<file path="src/stt_pkg.sv">
// ----------------------------------------------------------------------------
// stt_pkg: shared types and codes of the software timer table
// Input and result word layouts, table entry layout, command and kind codes.
// ----------------------------------------------------------------------------
package stt_pkg;

  localparam logic [1:0] CMD_ADD    = 2'd0;
  localparam logic [1:0] CMD_REMOVE = 2'd1;
  localparam logic [1:0] CMD_TICK   = 2'd2;

  localparam logic [1:0] KIND_ADD    = 2'd0;
  localparam logic [1:0] KIND_REMOVE = 2'd1;
  localparam logic [1:0] KIND_FIRED  = 2'd2;
  localparam logic [1:0] KIND_DONE   = 2'd3;

  localparam int TIME_W   = 48;
  localparam int PERIOD_W = 32;
  localparam int COUNT_W  = 5;

  typedef struct packed {
    logic [1:0]          cmd;
    logic [7:0]          timer_id;
    logic                start_active;
    logic [TIME_W-1:0]   expiry_us;
    logic [PERIOD_W-1:0] reload_us;
    logic [TIME_W-1:0]   now_us;
  } in_t;

  typedef struct packed {
    logic [1:0]         kind;
    logic               ok;
    logic [7:0]         fired_id;
    logic [COUNT_W-1:0] entry_count;
    logic               last;
  } out_t;

  typedef struct packed {
    logic [7:0]          id;
    logic                active;
    logic [TIME_W-1:0]   expiry;
    logic [PERIOD_W-1:0] period;
  } entry_t;

endpackage

</file>
<file path="src/software_timer_table.sv">
// ----------------------------------------------------------------------------
// software_timer_table
// Table of periodic and one-shot timers kept in one synchronous memory.
// ----------------------------------------------------------------------------
// Words are taken one at a time. An add writes its entry when the word is taken
// and then answers from the response state. A remove walks the table one slot
// per cycle until the id matches, then reads the last slot and writes it into
// the freed one. A tick reads one slot per cycle while the result side accepts
// fired words, evaluates it in the next while the following slot is read, and
// writes back fired entries on the spare write port; a stalled result side holds
// the scan until the fired word is taken. The single read port of the entry
// memory sets the one slot per cycle pace.
module software_timer_table #(
  parameter int CAPACITY = 16
) (
  input  logic           clk,
  input  logic           rst_n,
  input  logic           in_valid,
  output logic           in_ready,
  input  stt_pkg::in_t   in_data,
  output logic           out_valid,
  input  logic           out_ready,
  output stt_pkg::out_t  out_data
);

  localparam int IW     = (CAPACITY > 1) ? $clog2(CAPACITY) : 1;
  localparam int CW     = $clog2(CAPACITY + 1);
  localparam int CW_EXT = (CW > stt_pkg::COUNT_W) ? CW : stt_pkg::COUNT_W;

  localparam logic [2:0] S_IDLE = 3'd0;
  localparam logic [2:0] S_SCAN = 3'd1;
  localparam logic [2:0] S_MOVE = 3'd2;
  localparam logic [2:0] S_RESP = 3'd3;

  // entry memory
  stt_pkg::entry_t mem [CAPACITY];
  stt_pkg::entry_t rdata_r;
  logic            re;
  logic [IW-1:0]   raddr;
  logic            we;
  logic [IW-1:0]   waddr;
  stt_pkg::entry_t wdata;

  always_ff @(posedge clk) begin
    if (we) begin
      mem[waddr] <= wdata;
    end
    if (re) begin
      rdata_r <= mem[raddr];
    end
  end

  logic [2:0]  state_r, state_nxt;
  logic [CW-1:0] cnt_r, cnt_nxt;
  logic [CW-1:0] rd_idx_r, rd_idx_nxt;
  logic [IW-1:0] ev_idx_r, ev_idx_nxt;
  logic [IW-1:0] match_idx_r, match_idx_nxt;
  logic        pend_r, pend_nxt;
  logic [1:0]  cmd_r, cmd_nxt;
  logic [7:0]  id_r, id_nxt;
  logic [stt_pkg::TIME_W-1:0] now_r, now_nxt;
  logic [1:0]  resp_kind_r, resp_kind_nxt;
  logic        resp_ok_r, resp_ok_nxt;
  logic        out_valid_r, out_valid_nxt;
  stt_pkg::out_t out_r, out_nxt;

  logic          can_push;
  logic          hit_tick;
  logic          hit_rm;
  logic [stt_pkg::TIME_W:0] sum;
  logic [CW_EXT-1:0] cnt_ext;
  logic [CW-1:0] cnt_last;

  assign can_push = !out_valid_r || out_ready;
  assign hit_tick = rdata_r.active && (now_r >= rdata_r.expiry);
  assign hit_rm   = (rdata_r.id == id_r);
  assign sum      = {1'b0, rdata_r.expiry}
                  + {{(stt_pkg::TIME_W - stt_pkg::PERIOD_W + 1){1'b0}}, rdata_r.period};
  assign cnt_last = cnt_r - CW'(1);

  always_comb begin
    state_nxt     = state_r;
    cnt_nxt       = cnt_r;
    rd_idx_nxt    = rd_idx_r;
    ev_idx_nxt    = ev_idx_r;
    match_idx_nxt = match_idx_r;
    pend_nxt      = pend_r;
    cmd_nxt       = cmd_r;
    id_nxt        = id_r;
    now_nxt       = now_r;
    resp_kind_nxt = resp_kind_r;
    resp_ok_nxt   = resp_ok_r;
    out_valid_nxt = out_valid_r && !out_ready;
    out_nxt       = out_r;
    in_ready      = 1'b0;
    re            = 1'b0;
    raddr         = rd_idx_r[IW-1:0];
    we            = 1'b0;
    waddr         = ev_idx_r;
    wdata         = rdata_r;
    cnt_ext       = '0;

    case (state_r)
      S_IDLE: begin
        in_ready = 1'b1;
        if (in_valid) begin
          cmd_nxt    = in_data.cmd;
          id_nxt     = in_data.timer_id;
          now_nxt    = in_data.now_us;
          rd_idx_nxt = '0;
          pend_nxt   = 1'b0;
          case (in_data.cmd)
            stt_pkg::CMD_ADD: begin
              resp_kind_nxt = stt_pkg::KIND_ADD;
              resp_ok_nxt   = 1'b0;
              if (cnt_r < CW'(CAPACITY)) begin
                we            = 1'b1;
                waddr         = cnt_r[IW-1:0];
                wdata.id      = in_data.timer_id;
                wdata.active  = in_data.start_active;
                wdata.expiry  = in_data.expiry_us;
                wdata.period  = in_data.reload_us;
                cnt_nxt       = cnt_r + CW'(1);
                resp_ok_nxt   = 1'b1;
              end
              state_nxt = S_RESP;
            end
            stt_pkg::CMD_REMOVE: state_nxt = S_SCAN;
            stt_pkg::CMD_TICK:   state_nxt = S_SCAN;
            default:             state_nxt = S_IDLE;
          endcase
        end
      end

      S_SCAN: begin
        if (cmd_r == stt_pkg::CMD_TICK) begin
          if (!(pend_r && hit_tick && !can_push)) begin
            if (pend_r && hit_tick) begin
              out_valid_nxt        = 1'b1;
              out_nxt.kind         = stt_pkg::KIND_FIRED;
              out_nxt.ok           = 1'b1;
              out_nxt.fired_id     = rdata_r.id;
              cnt_ext              = CW_EXT'(cnt_r);
              out_nxt.entry_count  = cnt_ext[stt_pkg::COUNT_W-1:0];
              out_nxt.last         = 1'b0;
              we                   = 1'b1;
              if (rdata_r.period != '0) begin
                wdata.expiry = sum[stt_pkg::TIME_W] ? '1 : sum[stt_pkg::TIME_W-1:0];
              end else begin
                wdata.active = 1'b0;
              end
            end
            if (rd_idx_r < cnt_r) begin
              re         = 1'b1;
              ev_idx_nxt = rd_idx_r[IW-1:0];
              rd_idx_nxt = rd_idx_r + CW'(1);
              pend_nxt   = 1'b1;
            end else begin
              pend_nxt = 1'b0;
              if (!pend_r) begin
                resp_kind_nxt = stt_pkg::KIND_DONE;
                resp_ok_nxt   = 1'b1;
                state_nxt     = S_RESP;
              end
            end
          end
        end else begin
          if (pend_r && hit_rm) begin
            // found: fetch the last slot to fill the hole
            re            = 1'b1;
            raddr         = cnt_last[IW-1:0];
            match_idx_nxt = ev_idx_r;
            pend_nxt      = 1'b0;
            state_nxt     = S_MOVE;
          end else if (rd_idx_r < cnt_r) begin
            re         = 1'b1;
            ev_idx_nxt = rd_idx_r[IW-1:0];
            rd_idx_nxt = rd_idx_r + CW'(1);
            pend_nxt   = 1'b1;
          end else begin
            pend_nxt = 1'b0;
            if (!pend_r) begin
              resp_kind_nxt = stt_pkg::KIND_REMOVE;
              resp_ok_nxt   = 1'b0;
              state_nxt     = S_RESP;
            end
          end
        end
      end

      S_MOVE: begin
        we            = 1'b1;
        waddr         = match_idx_r;
        wdata         = rdata_r;
        cnt_nxt       = cnt_last;
        resp_kind_nxt = stt_pkg::KIND_REMOVE;
        resp_ok_nxt   = 1'b1;
        state_nxt     = S_RESP;
      end

      S_RESP: begin
        if (can_push) begin
          out_valid_nxt       = 1'b1;
          out_nxt.kind        = resp_kind_r;
          out_nxt.ok          = resp_ok_r;
          out_nxt.fired_id    = '0;
          cnt_ext             = CW_EXT'(cnt_r);
          out_nxt.entry_count = cnt_ext[stt_pkg::COUNT_W-1:0];
          out_nxt.last        = 1'b1;
          state_nxt           = S_IDLE;
        end
      end

      default: state_nxt = S_IDLE;
    endcase
  end

  always_ff @(posedge clk) begin
    if (!rst_n) begin
      state_r     <= S_IDLE;
      cnt_r       <= '0;
      pend_r      <= 1'b0;
      out_valid_r <= 1'b0;
    end else begin
      state_r     <= state_nxt;
      cnt_r       <= cnt_nxt;
      pend_r      <= pend_nxt;
      out_valid_r <= out_valid_nxt;
    end
  end

  always_ff @(posedge clk) begin
    rd_idx_r    <= rd_idx_nxt;
    ev_idx_r    <= ev_idx_nxt;
    match_idx_r <= match_idx_nxt;
    cmd_r       <= cmd_nxt;
    id_r        <= id_nxt;
    now_r       <= now_nxt;
    resp_kind_r <= resp_kind_nxt;
    resp_ok_r   <= resp_ok_nxt;
    out_r       <= out_nxt;
  end

  assign out_valid = out_valid_r;
  assign out_data  = out_r;

endmodule
</file>
<file path="config.mk">
export PLATFORM = sky130hd
export DESIGN_NAME = software_timer_table
export DESIGN_NICKNAME = d
export VERILOG_FILES = /design/src/stt_pkg.sv /design/src/software_timer_table.sv
export SDC_FILE = /design/constraint.sdc
export NUM_CORES = 2
export LEC_CHECK = 0
export BUFFER_PORTS_ARGS = -buffer_cell sky130_fd_sc_hd__buf_2
export CORE_MARGIN = 8
export CORE_UTILIZATION = 30
export DETAILED_ROUTE_END_ITERATION = 6
export SLEW_MARGIN = 30
export SYNTH_ARGS = -nofsm -noshare
export SYNTH_HDL_FRONTEND = slang
export SYNTH_SLANG_ARGS = --single-unit
</file>
<file path="constraint.sdc">
create_clock -name clk -period 12.7 [get_ports clk]
set_input_delay 0 -clock clk [delete_from_list [all_inputs] [get_ports clk]]
set_output_delay 0 -clock clk [all_outputs]
set_load 0.01 [all_outputs]
</file>
==> results by group <==
GRT
  – Global-route wire length before repair: 272 mm
  – Gr usage total: 15.1%
  – Antenna violations before repair: 23
  – Pin count of the biggest net entering global routing: 131
  – Vias in the first global route: 38075
  – Overflow after GRT: 0

Drt
  – WL met1: 80.5 mm
  – 1st-pass router iterations: 6
  – Routed WL per cell: 24.9 µm
  – Vias per cell: 4.93
  – Routed wl met2: 90.3 mm
  – DR iter-0 viols: 3282
  – Routed length on met3: 11.1 mm
  – DR vias: 37629
  – Routed Antenna Nets: 0
  – DRC viols: 0
  – DRT Wirelength: 190 mm
  – Top Layer Used: met5

Worst setup path
  – Critical path class: reg2reg
  – R2r setup slk: 6570 ps
  – CP Max Fanout: 46
  – Req. time, crit path: 13100 ps
  – R2R Path End: mem[15][40]
  – Setup crit start kind: flop
  – Reg2Reg Depth: 13
  – CP endpoint kind: flop
  – RR Startpoint: rdata_r[59]
  – Critical Path AT: 6540 ps

Finish
  – Ratio of cells with drive above 1 in the final layout: 11.4%
  – Area growth syn-to-layout: 16.2%
  – Reg area: 48400 µm²
  – Multi-input gate area: 19400 µm²
  – Final #Nets: 4702
  – Fillers: 21590
  – Final Instance Area: 80000 µm²

Worst hold path
  – Hold path cells: 3
  – Hold Crit Class: in2reg
  – Worst Hold Path EP: mem[4][21]
  – Hold path startpoint: in_data[69]

Clocking
  – CTS tree: built
  – Post-cts hold buffer count: 151
  – Post-CTS Setup Repair Bufs: 0
  – H-tree depth: 4
  – CTS Root Cell: clkbuf_16
  – Clk buf depth: 3
  – CTS Buf Count: 157
  – Reg clk slew, reported paths: 60 ps
  – Clk Latency, worst-skew pair: 820 ps
  – Clk sink count: 1614
  – Post_cts resized: 0

Synthesis
  – Post-synth top cells: edfxtp_1, mux2i_1, nand2_1, buf_2, ha_1
  – Share of the synthesized area in the top cell type: 70.0%
  – Synth top area cells: edfxtp_1, mux2i_1, ha_1
  – Async S/R FF share, synth: 0%
  – Register area share after synthesis: 70.3%
  – Ys flop type: edfxtp_1
  – Post-Syn Area: 68800 µm²
  – Number of synthesized flops with an enable pin: 1604
  – Distinct cell type count after synthesis: 80
  – Mapped Nets: 4349
  – Synthesized area per cell: 16.7 µm²
  – Cell count after synthesis: 4118
  – Synth warnings: 0
  – Synth area leader: edfxtp_1
  – Register bit total from synthesis: 1614
  – Count leader, synth: edfxtp_1

Timing
  – Worst-Margin Slew: 1040 ps
  – Relative slew slack: 30.6%
  – Final worst-path cycle share: 48.3%
  – RSZ-0062 raised after global routing: no
  – Slew Viols, Final: 0
  – Final hold violation count: 0
  – Endpoints failing setup: 0
  – Tmin final: 6130 ps
  – Worst Skew: 45.8 ps
  – TNS Setup: 0 ps
  – Achievable Freq: 163 MHz

Power
  – Tot Pwr: 11.4 mW
  – Cell Pwr Density: 143 nW/µm²
  – Leakage: 30.6 nW
  – Max VDD drop: 0.000156 V

Run status
  – Outcome: completed

Floorplan
  – Die Ht: 495 µm
  – Die Span X: 495 µm
  – Area of the die: 245000 µm²
  – Rows: 176
  – IO Pins: 162
  – CORE AREA: 229000 µm²
  – Starting Density: 30.1%

Place
  – Post-DP HPWL: 116 mm
  – GP Congestion: 0.896
  – DP Area: 73200 µm²
  – # port buffers: 161

Flow run
  – Max Cap Viol: 0
## power by group
group | total, mW | internal (mW) | switching, mW
Combinational | 0.908 | 0.364 | 0.544
Clock | 4.60 | 2.58 | 2.02
Sequential | 5.93 | 5.90 | 0.0264
Total | 11.4 | 8.84 | 2.60
## through the flow
step                      std cells  setup slack (ps)  hold WS [ps]  utilization (%)
after floorplan                4118              7780          98.9                -
after global placement         7171              6760           176             31.9
after detailed placement       7176              6650           178             32.0
after CTS                      7617              6590         0.171             34.8
after global routing           7631              6380          44.6             34.9
final                          7639              6570          68.4             34.9
## metal layers
| layer | vias to the layer above | global-route usage (%) |
|---|---|---|
| met4 | 18 | 6.10 |
| met3 | 347 | 2.91 |
| met2 | 1175 | 24.9 |
| li1 | 16838 | - |
| met1 | 19251 | 19.4 |
| met5 | - | 0 |
## worst max-delay path by stage
stage	to	slack, ps	cells past startpoint	from
finish	mem[15][40]	6570	13	rdata_r[59]
global route	mem[15][42]	6380	13	rdata_r[59]
CTS	mem[15][38]	6590	13	rdata_r[59]
detailed placement	mem[15][36]	6650	13	rdata_r[58]
global placement	mem[7][36]	6760	13	rdata_r[56]
floorplan	mem[11][0]	7780	11	rdata_r[62]
## worst max-delay path, cell delays in order, from the launching register on
cell and delay (ps):
edfxtp_1 420, inv_1 110, ha_1 320, nand4_1 170
nor4_1 690, o211ai_1 510, a31oi_1 370, o31ai_1 130
buf_4 160, o41ai_1 380, nor2b_1 390, nor2b_1 330
and2_4 820, buf_4 850
## logic make-up (layout without fill, tap and decap cells)
logic type               Yosys count  after routing  synth area share (%)
XOR/XNOR                          43             43                 0.547
AO/OA/AOI/OAI                    295            295                  2.97
flip-flops                      1614           1614                  70.3
buffers and inverters            267            751                  1.80
AND/OR/NAND/NOR                  464            464                  3.23
adder cells (fa/ha/maj)           88             88                  1.61
multiplexers                    1346           1346                  19.6
other                              1             12               0.00545
## area by class of cell
cell class	count	share of cell area (%)
Sequential cell	1614	60.4
Multi-Input combinational cell	2237	24.3
Clock buffer	193	5.13
Tap cell	3026	4.73
Timing Repair Buffer	390	3.92
Clock inverter	97	1.13
Inverter	71	0.335
Antenna cell	11	0.0344
## sequential cells by signal, summed over array words and instances, names as in the netlist
name and flops:
mem 1424, rdata_r 89, now_r 48, out_data 17, id_r 8, cnt_r 5, rd_idx_r 5, ev_idx_r 4
match_idx_r 4, state_r 3, cmd_r 2, resp_kind_r 2, out_valid 1, pend_r 1, resp_ok_r 1
## layout by cell type (no fill, tap or decap), types with 13 or more instances in the layout
master,instances
a22oi_1,23
a21o_1,15
edfxtp_1,1604
bufinv_16,13
clkbuf_1,34
xor2_1,15
dlygate4sd3_1,154
buf_2,164
nand4_1,28
nand3_1,34
mux2i_1,1340
nor2_1,64
nor4_1,18
o21ai_0,48
inv_1,70
or3_1,16
xnor2_1,28
clkinv_2,30
nand2_1,207
clkinv_1,33
clkbuf_16,159
ha_1,87
a21oi_1,79
buf_4,50
nor3_1,13
Note: power is estimated with default switching activity, not from simulation.
